[src/rtl/prr_pkg.sv]
// Shared types and codes for the priority round-robin task scheduler.
// No dependencies; imported by every module of the block.
package prr_pkg;

  typedef enum logic [1:0] {
    OP_REGISTER = 2'd0,
    OP_START    = 2'd1,
    OP_TICK     = 2'd2,
    OP_NOP      = 2'd3
  } opcode_t;

  typedef enum logic [2:0] {
    S_IDLE,
    S_ENQ,
    S_PICK,
    S_READ,
    S_DONE
  } seq_state_t;

  localparam logic [1:0] STATUS_OK       = 2'd0;
  localparam logic [1:0] STATUS_REJECTED = 2'd1;
  localparam logic [1:0] STATUS_DROPPED  = 2'd2;

  localparam logic [7:0] IDLE_QUANTUM = 8'd1;

  typedef struct packed {
    logic [7:0] pid;
    logic [7:0] quantum;
  } task_rec_t;

  typedef struct packed {
    logic [1:0] status;
    logic       switched;
    logic       running_valid;
    logic [7:0] running_pid;
    logic [2:0] running_niceness;
    logic [7:0] quantum_left;
    logic [7:0] assigned_pid;
  } result_t;

endpackage

[src/rtl/prr_queue_mem.sv]
// Task record store: one write port, one read port, registered read data.
// Depends on prr_pkg for the record type.
module prr_queue_mem #(
  parameter int DEPTH = 64,
  parameter int AW    = 6
) (
  input  logic                 clk,
  input  logic                 wr_en,
  input  logic [AW-1:0]        wr_addr,
  input  prr_pkg::task_rec_t   wr_data,
  input  logic                 rd_en,
  input  logic [AW-1:0]        rd_addr,
  output prr_pkg::task_rec_t   rd_data
);
  import prr_pkg::*;

  task_rec_t mem [DEPTH];
  task_rec_t rd_data_r;

  always_ff @(posedge clk) begin
    if (wr_en) begin
      mem[wr_addr] <= wr_data;
    end
  end

  always_ff @(posedge clk) begin
    if (rd_en) begin
      rd_data_r <= mem[rd_addr];
    end
  end

  assign rd_data = rd_data_r;

endmodule

[src/rtl/prr_seq.sv]
// Scheduler sequencer: per-level ring pointers, running record, and the
// enqueue / pick / read steps against the record store. Depends on prr_pkg.
module prr_seq #(
  parameter int LEVELS      = 8,
  parameter int QUEUE_DEPTH = 8,
  parameter int AW          = 6
) (
  input  logic                 clk,
  input  logic                 rst_n,
  input  logic                 in_valid,
  output logic                 in_ready,
  input  logic [1:0]           in_opcode,
  input  logic [2:0]           in_niceness,
  input  logic [7:0]           in_quantum,
  output logic                 mem_wr_en,
  output logic [AW-1:0]        mem_wr_addr,
  output prr_pkg::task_rec_t   mem_wr_data,
  output logic                 mem_rd_en,
  output logic [AW-1:0]        mem_rd_addr,
  input  prr_pkg::task_rec_t   mem_rd_data,
  output logic                 res_valid,
  input  logic                 res_ready,
  output prr_pkg::result_t     res
);
  import prr_pkg::*;

  localparam int LW = (LEVELS > 1) ? $clog2(LEVELS) : 1;
  localparam int QW = $clog2(QUEUE_DEPTH);
  localparam int CW = $clog2(QUEUE_DEPTH + 1);
  localparam logic [QW-1:0] LAST_IDX   = QW'(QUEUE_DEPTH - 1);
  localparam logic [CW-1:0] FULL_COUNT = CW'(QUEUE_DEPTH);
  localparam logic [LW-1:0] IDLE_LEVEL = LW'(LEVELS - 1);

  seq_state_t state_r, state_nxt;
  opcode_t    op_r;
  logic [2:0] nice_r;
  logic [7:0] quant_r;

  logic [QW-1:0] head_r  [LEVELS];
  logic [QW-1:0] tail_r  [LEVELS];
  logic [CW-1:0] count_r [LEVELS];

  logic          run_valid_r;
  logic [7:0]    run_pid_r;
  logic [LW-1:0] run_level_r;
  logic [7:0]    run_quant_r;
  logic [7:0]    qcnt_r;
  logic [7:0]    next_pid_r;
  logic [1:0]    status_r;
  logic          switched_r;
  logic [7:0]    assigned_r;

  logic          accept;
  logic          enq_in_range;
  logic          enq_ok;
  logic [LW-1:0] enq_lvl;
  task_rec_t     enq_rec;
  logic          pick_found;
  logic [LW-1:0] pick_lvl;

  function automatic logic [QW-1:0] next_idx(input logic [QW-1:0] idx);
    return (idx == LAST_IDX) ? '0 : idx + QW'(1);
  endfunction

  assign accept = in_valid && in_ready;

  // Enqueue target depends on which item is in flight.
  always_comb begin
    enq_in_range = 1'b1;
    enq_lvl      = run_level_r;
    enq_rec.pid  = next_pid_r;
    enq_rec.quantum = quant_r;
    unique case (op_r)
      OP_REGISTER: begin
        enq_in_range = (32'(nice_r) < LEVELS);
        enq_lvl      = LW'(nice_r);
      end
      OP_START: begin
        enq_lvl         = IDLE_LEVEL;
        enq_rec.quantum = IDLE_QUANTUM;
      end
      OP_TICK: begin
        enq_rec.pid     = run_pid_r;
        enq_rec.quantum = run_quant_r;
      end
      OP_NOP: begin
        enq_in_range = 1'b0;
      end
    endcase
    enq_ok = enq_in_range && (count_r[enq_lvl] != FULL_COUNT);
  end

  // The lowest-numbered nonempty level wins; the idle level is searched too.
  always_comb begin
    pick_found = 1'b0;
    pick_lvl   = '0;
    for (int n = LEVELS - 1; n >= 0; n--) begin
      if (count_r[n] != '0) begin
        pick_found = 1'b1;
        pick_lvl   = LW'(n);
      end
    end
  end

  // Next state.
  always_comb begin
    state_nxt = state_r;
    unique case (state_r)
      S_IDLE: begin
        if (in_valid) begin
          priority if (opcode_t'(in_opcode) == OP_REGISTER ||
                       opcode_t'(in_opcode) == OP_START) begin
            state_nxt = S_ENQ;
          end else if (opcode_t'(in_opcode) == OP_TICK && run_valid_r &&
                       qcnt_r == '0) begin
            state_nxt = S_ENQ;
          end else begin
            state_nxt = S_DONE;
          end
        end
      end
      S_ENQ: begin
        priority if (op_r == OP_TICK) begin
          state_nxt = S_PICK;
        end else if (op_r == OP_START && !run_valid_r) begin
          state_nxt = S_PICK;
        end else begin
          state_nxt = S_DONE;
        end
      end
      S_PICK:  state_nxt = pick_found ? S_READ : S_DONE;
      S_READ:  state_nxt = S_DONE;
      S_DONE:  state_nxt = res_ready ? S_IDLE : S_DONE;
      default: state_nxt = S_IDLE;
    endcase
  end

  // Outputs of the sequencer.
  always_comb begin
    in_ready    = 1'b0;
    mem_wr_en   = 1'b0;
    mem_rd_en   = 1'b0;
    res_valid   = 1'b0;
    unique case (state_r)
      S_IDLE:  in_ready  = 1'b1;
      S_ENQ:   mem_wr_en = enq_ok;
      S_PICK:  mem_rd_en = pick_found;
      S_READ:  ;
      S_DONE:  res_valid = 1'b1;
      default: ;
    endcase
  end

  assign mem_wr_addr = {enq_lvl, tail_r[enq_lvl]};
  assign mem_wr_data = enq_rec;
  assign mem_rd_addr = {pick_lvl, head_r[pick_lvl]};

  always_ff @(posedge clk) begin
    if (!rst_n) begin
      state_r <= S_IDLE;
    end else begin
      state_r <= state_nxt;
    end
  end

  always_ff @(posedge clk) begin
    if (accept) begin
      op_r    <= opcode_t'(in_opcode);
      nice_r  <= in_niceness;
      quant_r <= in_quantum;
    end
  end

  // The write of a requeued record lands before any read of it is issued,
  // so the store needs no forwarding path.
  always_ff @(posedge clk) begin
    if (!rst_n) begin
      for (int n = 0; n < LEVELS; n++) begin
        head_r[n]  <= '0;
        tail_r[n]  <= '0;
        count_r[n] <= '0;
      end
      run_valid_r <= 1'b0;
      run_pid_r   <= '0;
      run_level_r <= '0;
      run_quant_r <= '0;
      qcnt_r      <= '0;
      next_pid_r  <= '0;
      status_r    <= STATUS_OK;
      switched_r  <= 1'b0;
      assigned_r  <= '0;
    end else begin
      unique case (state_r)
        S_IDLE: begin
          if (accept) begin
            status_r   <= STATUS_OK;
            switched_r <= 1'b0;
            assigned_r <= '0;
            if (opcode_t'(in_opcode) == OP_TICK && run_valid_r && qcnt_r != '0) begin
              qcnt_r <= qcnt_r - 8'd1;
            end
          end
        end
        S_ENQ: begin
          if (enq_ok) begin
            tail_r[enq_lvl]  <= next_idx(tail_r[enq_lvl]);
            count_r[enq_lvl] <= count_r[enq_lvl] + CW'(1);
            if (op_r != OP_TICK) begin
              assigned_r <= next_pid_r;
              next_pid_r <= next_pid_r + 8'd1;
            end
          end else begin
            status_r <= (op_r == OP_TICK) ? STATUS_DROPPED : STATUS_REJECTED;
          end
        end
        S_PICK: begin
          switched_r <= 1'b1;
          if (pick_found) begin
            head_r[pick_lvl]  <= next_idx(head_r[pick_lvl]);
            count_r[pick_lvl] <= count_r[pick_lvl] - CW'(1);
            run_level_r       <= pick_lvl;
          end else begin
            run_valid_r <= 1'b0;
            run_pid_r   <= '0;
            run_level_r <= '0;
            run_quant_r <= '0;
            qcnt_r      <= '0;
          end
        end
        S_READ: begin
          run_valid_r <= 1'b1;
          run_pid_r   <= mem_rd_data.pid;
          run_quant_r <= mem_rd_data.quantum;
          qcnt_r      <= mem_rd_data.quantum;
        end
        S_DONE: ;
        default: ;
      endcase
    end
  end

  always_comb begin
    res.status           = status_r;
    res.switched         = switched_r;
    res.running_valid    = run_valid_r;
    res.running_pid      = run_valid_r ? run_pid_r : 8'd0;
    res.running_niceness = run_valid_r ? 3'(run_level_r) : 3'd0;
    res.quantum_left     = qcnt_r;
    res.assigned_pid     = assigned_r;
  end

endmodule

[src/rtl/priority_round_robin_task_scheduler_top.sv]
// Top level of the priority round-robin task scheduler: sequencer, record
// store and the result register. Depends on prr_pkg, prr_seq, prr_queue_mem.
//
//   channel  ports                                   handshake
//   input    in_opcode, in_niceness, in_quantum      in_valid / in_ready
//   result   out_status ... out_assigned_pid         out_valid / out_ready
//
// An item goes from idle straight to its result (tick that only counts down or
// finds nothing running, no-op), via the enqueue write (register, start with a
// task running), or, when it dispatches, via enqueue write, pick and store read,
// read data and result; the store's registered read adds the read-data step.
// Reset is synchronous, active low; it clears pointers, counts and the running
// record, the store itself needs no clearing. A held result stalls only the
// finishing step of the next item, which waits for the result register.
module priority_round_robin_task_scheduler_top #(
  parameter int LEVELS      = 8,
  parameter int QUEUE_DEPTH = 8
) (
  input  logic       clk,
  input  logic       rst_n,
  input  logic       in_valid,
  output logic       in_ready,
  input  logic [1:0] in_opcode,
  input  logic [2:0] in_niceness,
  input  logic [7:0] in_quantum,
  output logic       out_valid,
  input  logic       out_ready,
  output logic [1:0] out_status,
  output logic       out_switched,
  output logic       out_running_valid,
  output logic [7:0] out_running_pid,
  output logic [2:0] out_running_niceness,
  output logic [7:0] out_quantum_left,
  output logic [7:0] out_assigned_pid
);
  import prr_pkg::*;

  localparam int LW    = (LEVELS > 1) ? $clog2(LEVELS) : 1;
  localparam int QW    = $clog2(QUEUE_DEPTH);
  localparam int AW    = LW + QW;
  localparam int DEPTH = 1 << AW;

  logic          mem_wr_en;
  logic [AW-1:0] mem_wr_addr;
  task_rec_t     mem_wr_data;
  logic          mem_rd_en;
  logic [AW-1:0] mem_rd_addr;
  task_rec_t     mem_rd_data;
  logic          res_valid;
  logic          res_ready;
  result_t       res;

  logic          out_valid_r;
  result_t       out_res_r;

  prr_seq #(
    .LEVELS      (LEVELS),
    .QUEUE_DEPTH (QUEUE_DEPTH),
    .AW          (AW)
  ) u_seq (
    .clk         (clk),
    .rst_n       (rst_n),
    .in_valid    (in_valid),
    .in_ready    (in_ready),
    .in_opcode   (in_opcode),
    .in_niceness (in_niceness),
    .in_quantum  (in_quantum),
    .mem_wr_en   (mem_wr_en),
    .mem_wr_addr (mem_wr_addr),
    .mem_wr_data (mem_wr_data),
    .mem_rd_en   (mem_rd_en),
    .mem_rd_addr (mem_rd_addr),
    .mem_rd_data (mem_rd_data),
    .res_valid   (res_valid),
    .res_ready   (res_ready),
    .res         (res)
  );

  prr_queue_mem #(
    .DEPTH (DEPTH),
    .AW    (AW)
  ) u_queue_mem (
    .clk     (clk),
    .wr_en   (mem_wr_en),
    .wr_addr (mem_wr_addr),
    .wr_data (mem_wr_data),
    .rd_en   (mem_rd_en),
    .rd_addr (mem_rd_addr),
    .rd_data (mem_rd_data)
  );

  // Load a new beat when the register is empty or its beat leaves this cycle.
  assign res_ready = !out_valid_r || out_ready;

  always_ff @(posedge clk) begin
    if (!rst_n) begin
      out_valid_r <= 1'b0;
    end else if (res_ready) begin
      out_valid_r <= res_valid;
    end
  end

  always_ff @(posedge clk) begin
    if (res_ready && res_valid) begin
      out_res_r <= res;
    end
  end

  assign out_valid            = out_valid_r;
  assign out_status           = out_res_r.status;
  assign out_switched         = out_res_r.switched;
  assign out_running_valid    = out_res_r.running_valid;
  assign out_running_pid      = out_res_r.running_pid;
  assign out_running_niceness = out_res_r.running_niceness;
  assign out_quantum_left     = out_res_r.quantum_left;
  assign out_assigned_pid     = out_res_r.assigned_pid;

endmodule
[config.mk]
export PLATFORM = sky130hd
export DESIGN_NAME = priority_round_robin_task_scheduler_top
export DESIGN_NICKNAME = d
export VERILOG_FILES = /design/src/rtl/prr_pkg.sv /design/src/rtl/prr_queue_mem.sv /design/src/rtl/prr_seq.sv /design/src/rtl/priority_round_robin_task_scheduler_top.sv
export SDC_FILE = /design/constraint.sdc
export NUM_CORES = 2
export LEC_CHECK = 0
export BUFFER_PORTS_ARGS = -buffer_cell sky130_fd_sc_hd__buf_2
export CAP_MARGIN = 20
export CORE_MARGIN = 3
export CORE_UTILIZATION = 44
export DETAILED_ROUTE_END_ITERATION = 7
export PLACE_DENSITY_LB_ADDON = 0.05
export SLEW_MARGIN = 40
export SYNTH_ARGS = -nofsm -noshare
export SYNTH_HDL_FRONTEND = slang
export SYNTH_SLANG_ARGS = --single-unit
[constraint.sdc]
create_clock -name clk -period 4.5 [get_ports clk]
set_input_delay 0.9 -clock clk [delete_from_list [all_inputs] [get_ports clk]]
set_output_delay 0.9 -clock clk [all_outputs]
set_load 0.03 [all_outputs]
==> flow_summary.ini <==
[synthesis]
seq_area_frac_synth_pct = 74.12
ys_ff_latch = 1215
yosysWarnings = 0
synth_common_cells = 1164 x edfxtp_1, 282 x mux2i_1, 189 x nor2_1
synth_area_leader_cell = edfxtp_1
synth-edff-count = 1164
syn_inst = 2805
async_flop_share_pct = 0
synth_area_sq_um = 48540
synthDominantCellAreaShare_pct = 72.02
synth_cell_types = 74
ys_top_cells_by_area = edfxtp_1 72%, mux4_2 5.9%, mux2i_1 5.8%
synth_ff_type = edfxtp_1
yosysMostFrequentCell = edfxtp_1
synth_nets = 2834
synth_area_per_cell_sq_um = 17.30

[sta]
min_period_over_period_pct = 99.02
rsz0062_at_grt = yes
fmax_mhz = 224.4
setup_slack_ns = 0.04404
setup_viol = 0
hold_viol = 0
relSlewSlack_pct = 42.78
slew_viol_final = 0
tightestPinTransition_ns = 0.8517
hold_ws_ns = 0.3459
skew_ns = 0.02703
fin_crit_ns = 4.456
tns_ns = 0

[route]
drc = 0
wl_per_cell_um = 30.04
drt_iter0_markers = 3159
vias = 28230
ant_nets = 0
drt-total-wl_um = 145400
vias_per_cell = 5.834
drtPass1Iterations = 6

[global_route]
overflow = 0
grt_pass1_wl_um = 207600
grt_max_degree = 65
track_usage_pct = 25.31
grt_pass1_vias = 28130
antenna_found_initial = 3

[floorplan]
dieArea_sq_um = 114300
rows = 121
ioPinCount = 50
start_util_pct = 44.46
die_y_um = 338.1
die_w_um = 338.1
core_sq_um = 109200

[place]
hpwl_um = 99220
port_buffers = 49
dp_slack_ns = -0.3023
gp_congestion = 0.8838

[power]
p_leak_nw = 20.10
ir_drop_uv = 338.2
power_density_nw_per_um2 = 437.6
power_w = 0.02591

[clock_network]
cts_buffer_depth = 3
cts-buffers-inserted = 136
cts_root_buf = clkbuf_16
hold_buffers = 0
cts_tree = done
clock_sinks = 1215
htreeDepth = 4
clk_latency_ns = 0.74
clkTransAtPathRegs_ns = 0.06

[worst_setup_path]
crit_chain = nor4_2 > buf_4 > nand3_1 > o22a_4 > buf_4 > buf_4 > o211ai_1 > o2111a_4 > nor3b_4 > buf_12 > buf_4 > a22oi_1 > buf_4 > nand3_1 > nand4_1 > or3_1
worst_setup_path_end_kind = register
worstPathBufferInverterCount = 6
crit_type = register to register
worstReg2RegStart = u_seq.count_r[4][2]
r2r_cells = 16
critPathTopFamily = simple AND/OR/NAND/NOR gates
path_max_fanout = 15
rr_endpoint = u_queue_mem.rd_data[4]
slowest_delay_ns = 0.42
rrSetupSlack_ns = 0.04
crit_top_cell = buf_4
required_ns = 4.97
cp-start-kind = register
crit_slowest_cell = or3_1
cp.arrival_ns = 4.93

[min_path]
min_to = u_seq.nice_r[2]
min_from = in_niceness[2]
hp-class = primary input to register
holdPathStages = 1

[flow_run]
drv_cap = 0

[layout]
final_util_pct = 54.24
synthToLayoutAreaGrowth_pct = 21.98
fin_nets = 3281
antenna-diode-count = 0
drive_gt1_share_pct = 27.65

[outcome]
status = completed
[worst register-to-register path, delay by kind of cell, from the launching register on]
family                 cells  cell delay, ns
and+or+nand+nor            6            1.52
buffers and inverters      6            1.17
AOI/OAI and AO/OA          4            1.09
DFF                        1            0.41
[cell usage in the layout (no fill, tap or decap), types with 9 or more instances in the layout]
cell type and instances:
a21boi_0 12, a21oi_1 35, a221oi_1 16, a22oi_1 171, a22oi_2 15, a41oi_1 11
and2_1 27, and3_1 11, buf_12 87, buf_2 49, buf_4 299, buf_6 11
bufinv_16 13, clkbuf_1 26, clkbuf_16 142, clkinv_1 31, clkinv_2 19, clkinvlp_4 9
dfxtp_1 51, edfxtp_1 1164, ha_1 10, inv_1 22, mux2i_1 277, mux4_2 128
nand2_1 131, nand3_1 121, nand4_1 35, nor2_1 119, nor2_2 68, nor2b_1 26
nor3_1 9, o21ai_0 29, o22ai_1 10, or3_1 10, or4_1 10
[flip-flops by register name (all words and copies together), names as in the netlist, 8 cells and up]
| register | count |
|---|---|
| u_seq.assigned_r | 8 |
| out_assigned_pid | 8 |
| out_running_pid | 8 |
| u_queue_mem.mem | 1024 |
| u_seq.quant_r | 8 |
| u_seq.tail_r | 24 |
| u_seq.qcnt_r | 8 |
| u_seq.run_quant_r | 8 |
| out_quantum_left | 8 |
| u_seq.run_pid_r | 8 |
| u_seq.count_r | 32 |
| u_queue_mem.rd_data | 16 |
| u_seq.head_r | 24 |
| u_seq.next_pid_r | 8 |
[metal layers]
metal  track usage, %  vias up  wire length (um)
met5                0        -                25
met4            7.807        4              4150
met3            4.209      195              9804
met2            40.21     1093             69220
met1            36.02    14770             62180
li1                 -    12170                 -
[metrics by stage]
stage / instance area, sq um / std cells
floorplan: 48700 / 2805
global route: 59200 / 4839
detailed placement: 54160 / 4553
CTS: 58830 / 4817
finish: 59200 / 4839
global placement: 54030 / 4548
[area by class of cell]
| class | count | area, sq um |
|---|---|---|
| Inverter | 22 | 82.58 |
| Sequential cell | 1215 | 35970 |
| Timing Repair Buffer | 459 | 4643 |
| Clock inverter | 79 | 764.5 |
| Clock buffer | 170 | 3679 |
| Tap cell | 1476 | 1847 |
| Multi-Input combinational cell | 1418 | 12210 |
| Fill cell | 8618 | 49950 |
[how the worst max path moves through the flow]
stage                              from  cells after the start                      end  slack [ns]
floorplan                 u_seq.op_r[0]                     14   u_queue_mem.mem[53][0]       -0.14
global placement    u_seq.count_r[7][2]                     14   u_queue_mem.rd_data[5]       -0.20
detailed placement  u_seq.count_r[7][2]                     14   u_queue_mem.rd_data[5]       -0.30
CTS                 u_seq.count_r[4][2]                     16  u_queue_mem.rd_data[13]       0.008
global route        u_seq.count_r[7][2]                     16  u_queue_mem.rd_data[11]       -0.02
finish              u_seq.count_r[4][2]                     16   u_queue_mem.rd_data[4]        0.04
[power breakdown]
part,switching (W),internal (W),leakage [nW]
sequential,0.0000488,0.0125,10.6
clock,0.00447,0.00655,2.15
combinational,0.00147,0.000835,7.32
[cell families (layout without fill, tap and decap cells)]
logic type	Yosys count	in the layout	synth area share, %
xor gates and xnor gates	11	11	0.1985
and+or+nand+nor	608	608	6.027
AOI/OAI and AO/OA	363	363	5.393
adders and majority gates	12	12	0.3093
DFF	1215	1215	74.12
buffers and inverters	172	730	1.872
muxes	424	424	12.08
[repair_timing]
item | CTS | global route
endpoints found under the setup margin | 8 | 28
pin swaps | 7 | 16
gates cloned | 1 | 0
hold endpoints to repair | 0 | 0
resized for setup | 19 | 34
setup buffers | 15 | 22
No activity file was read; power rests on OpenSTA's default activity.
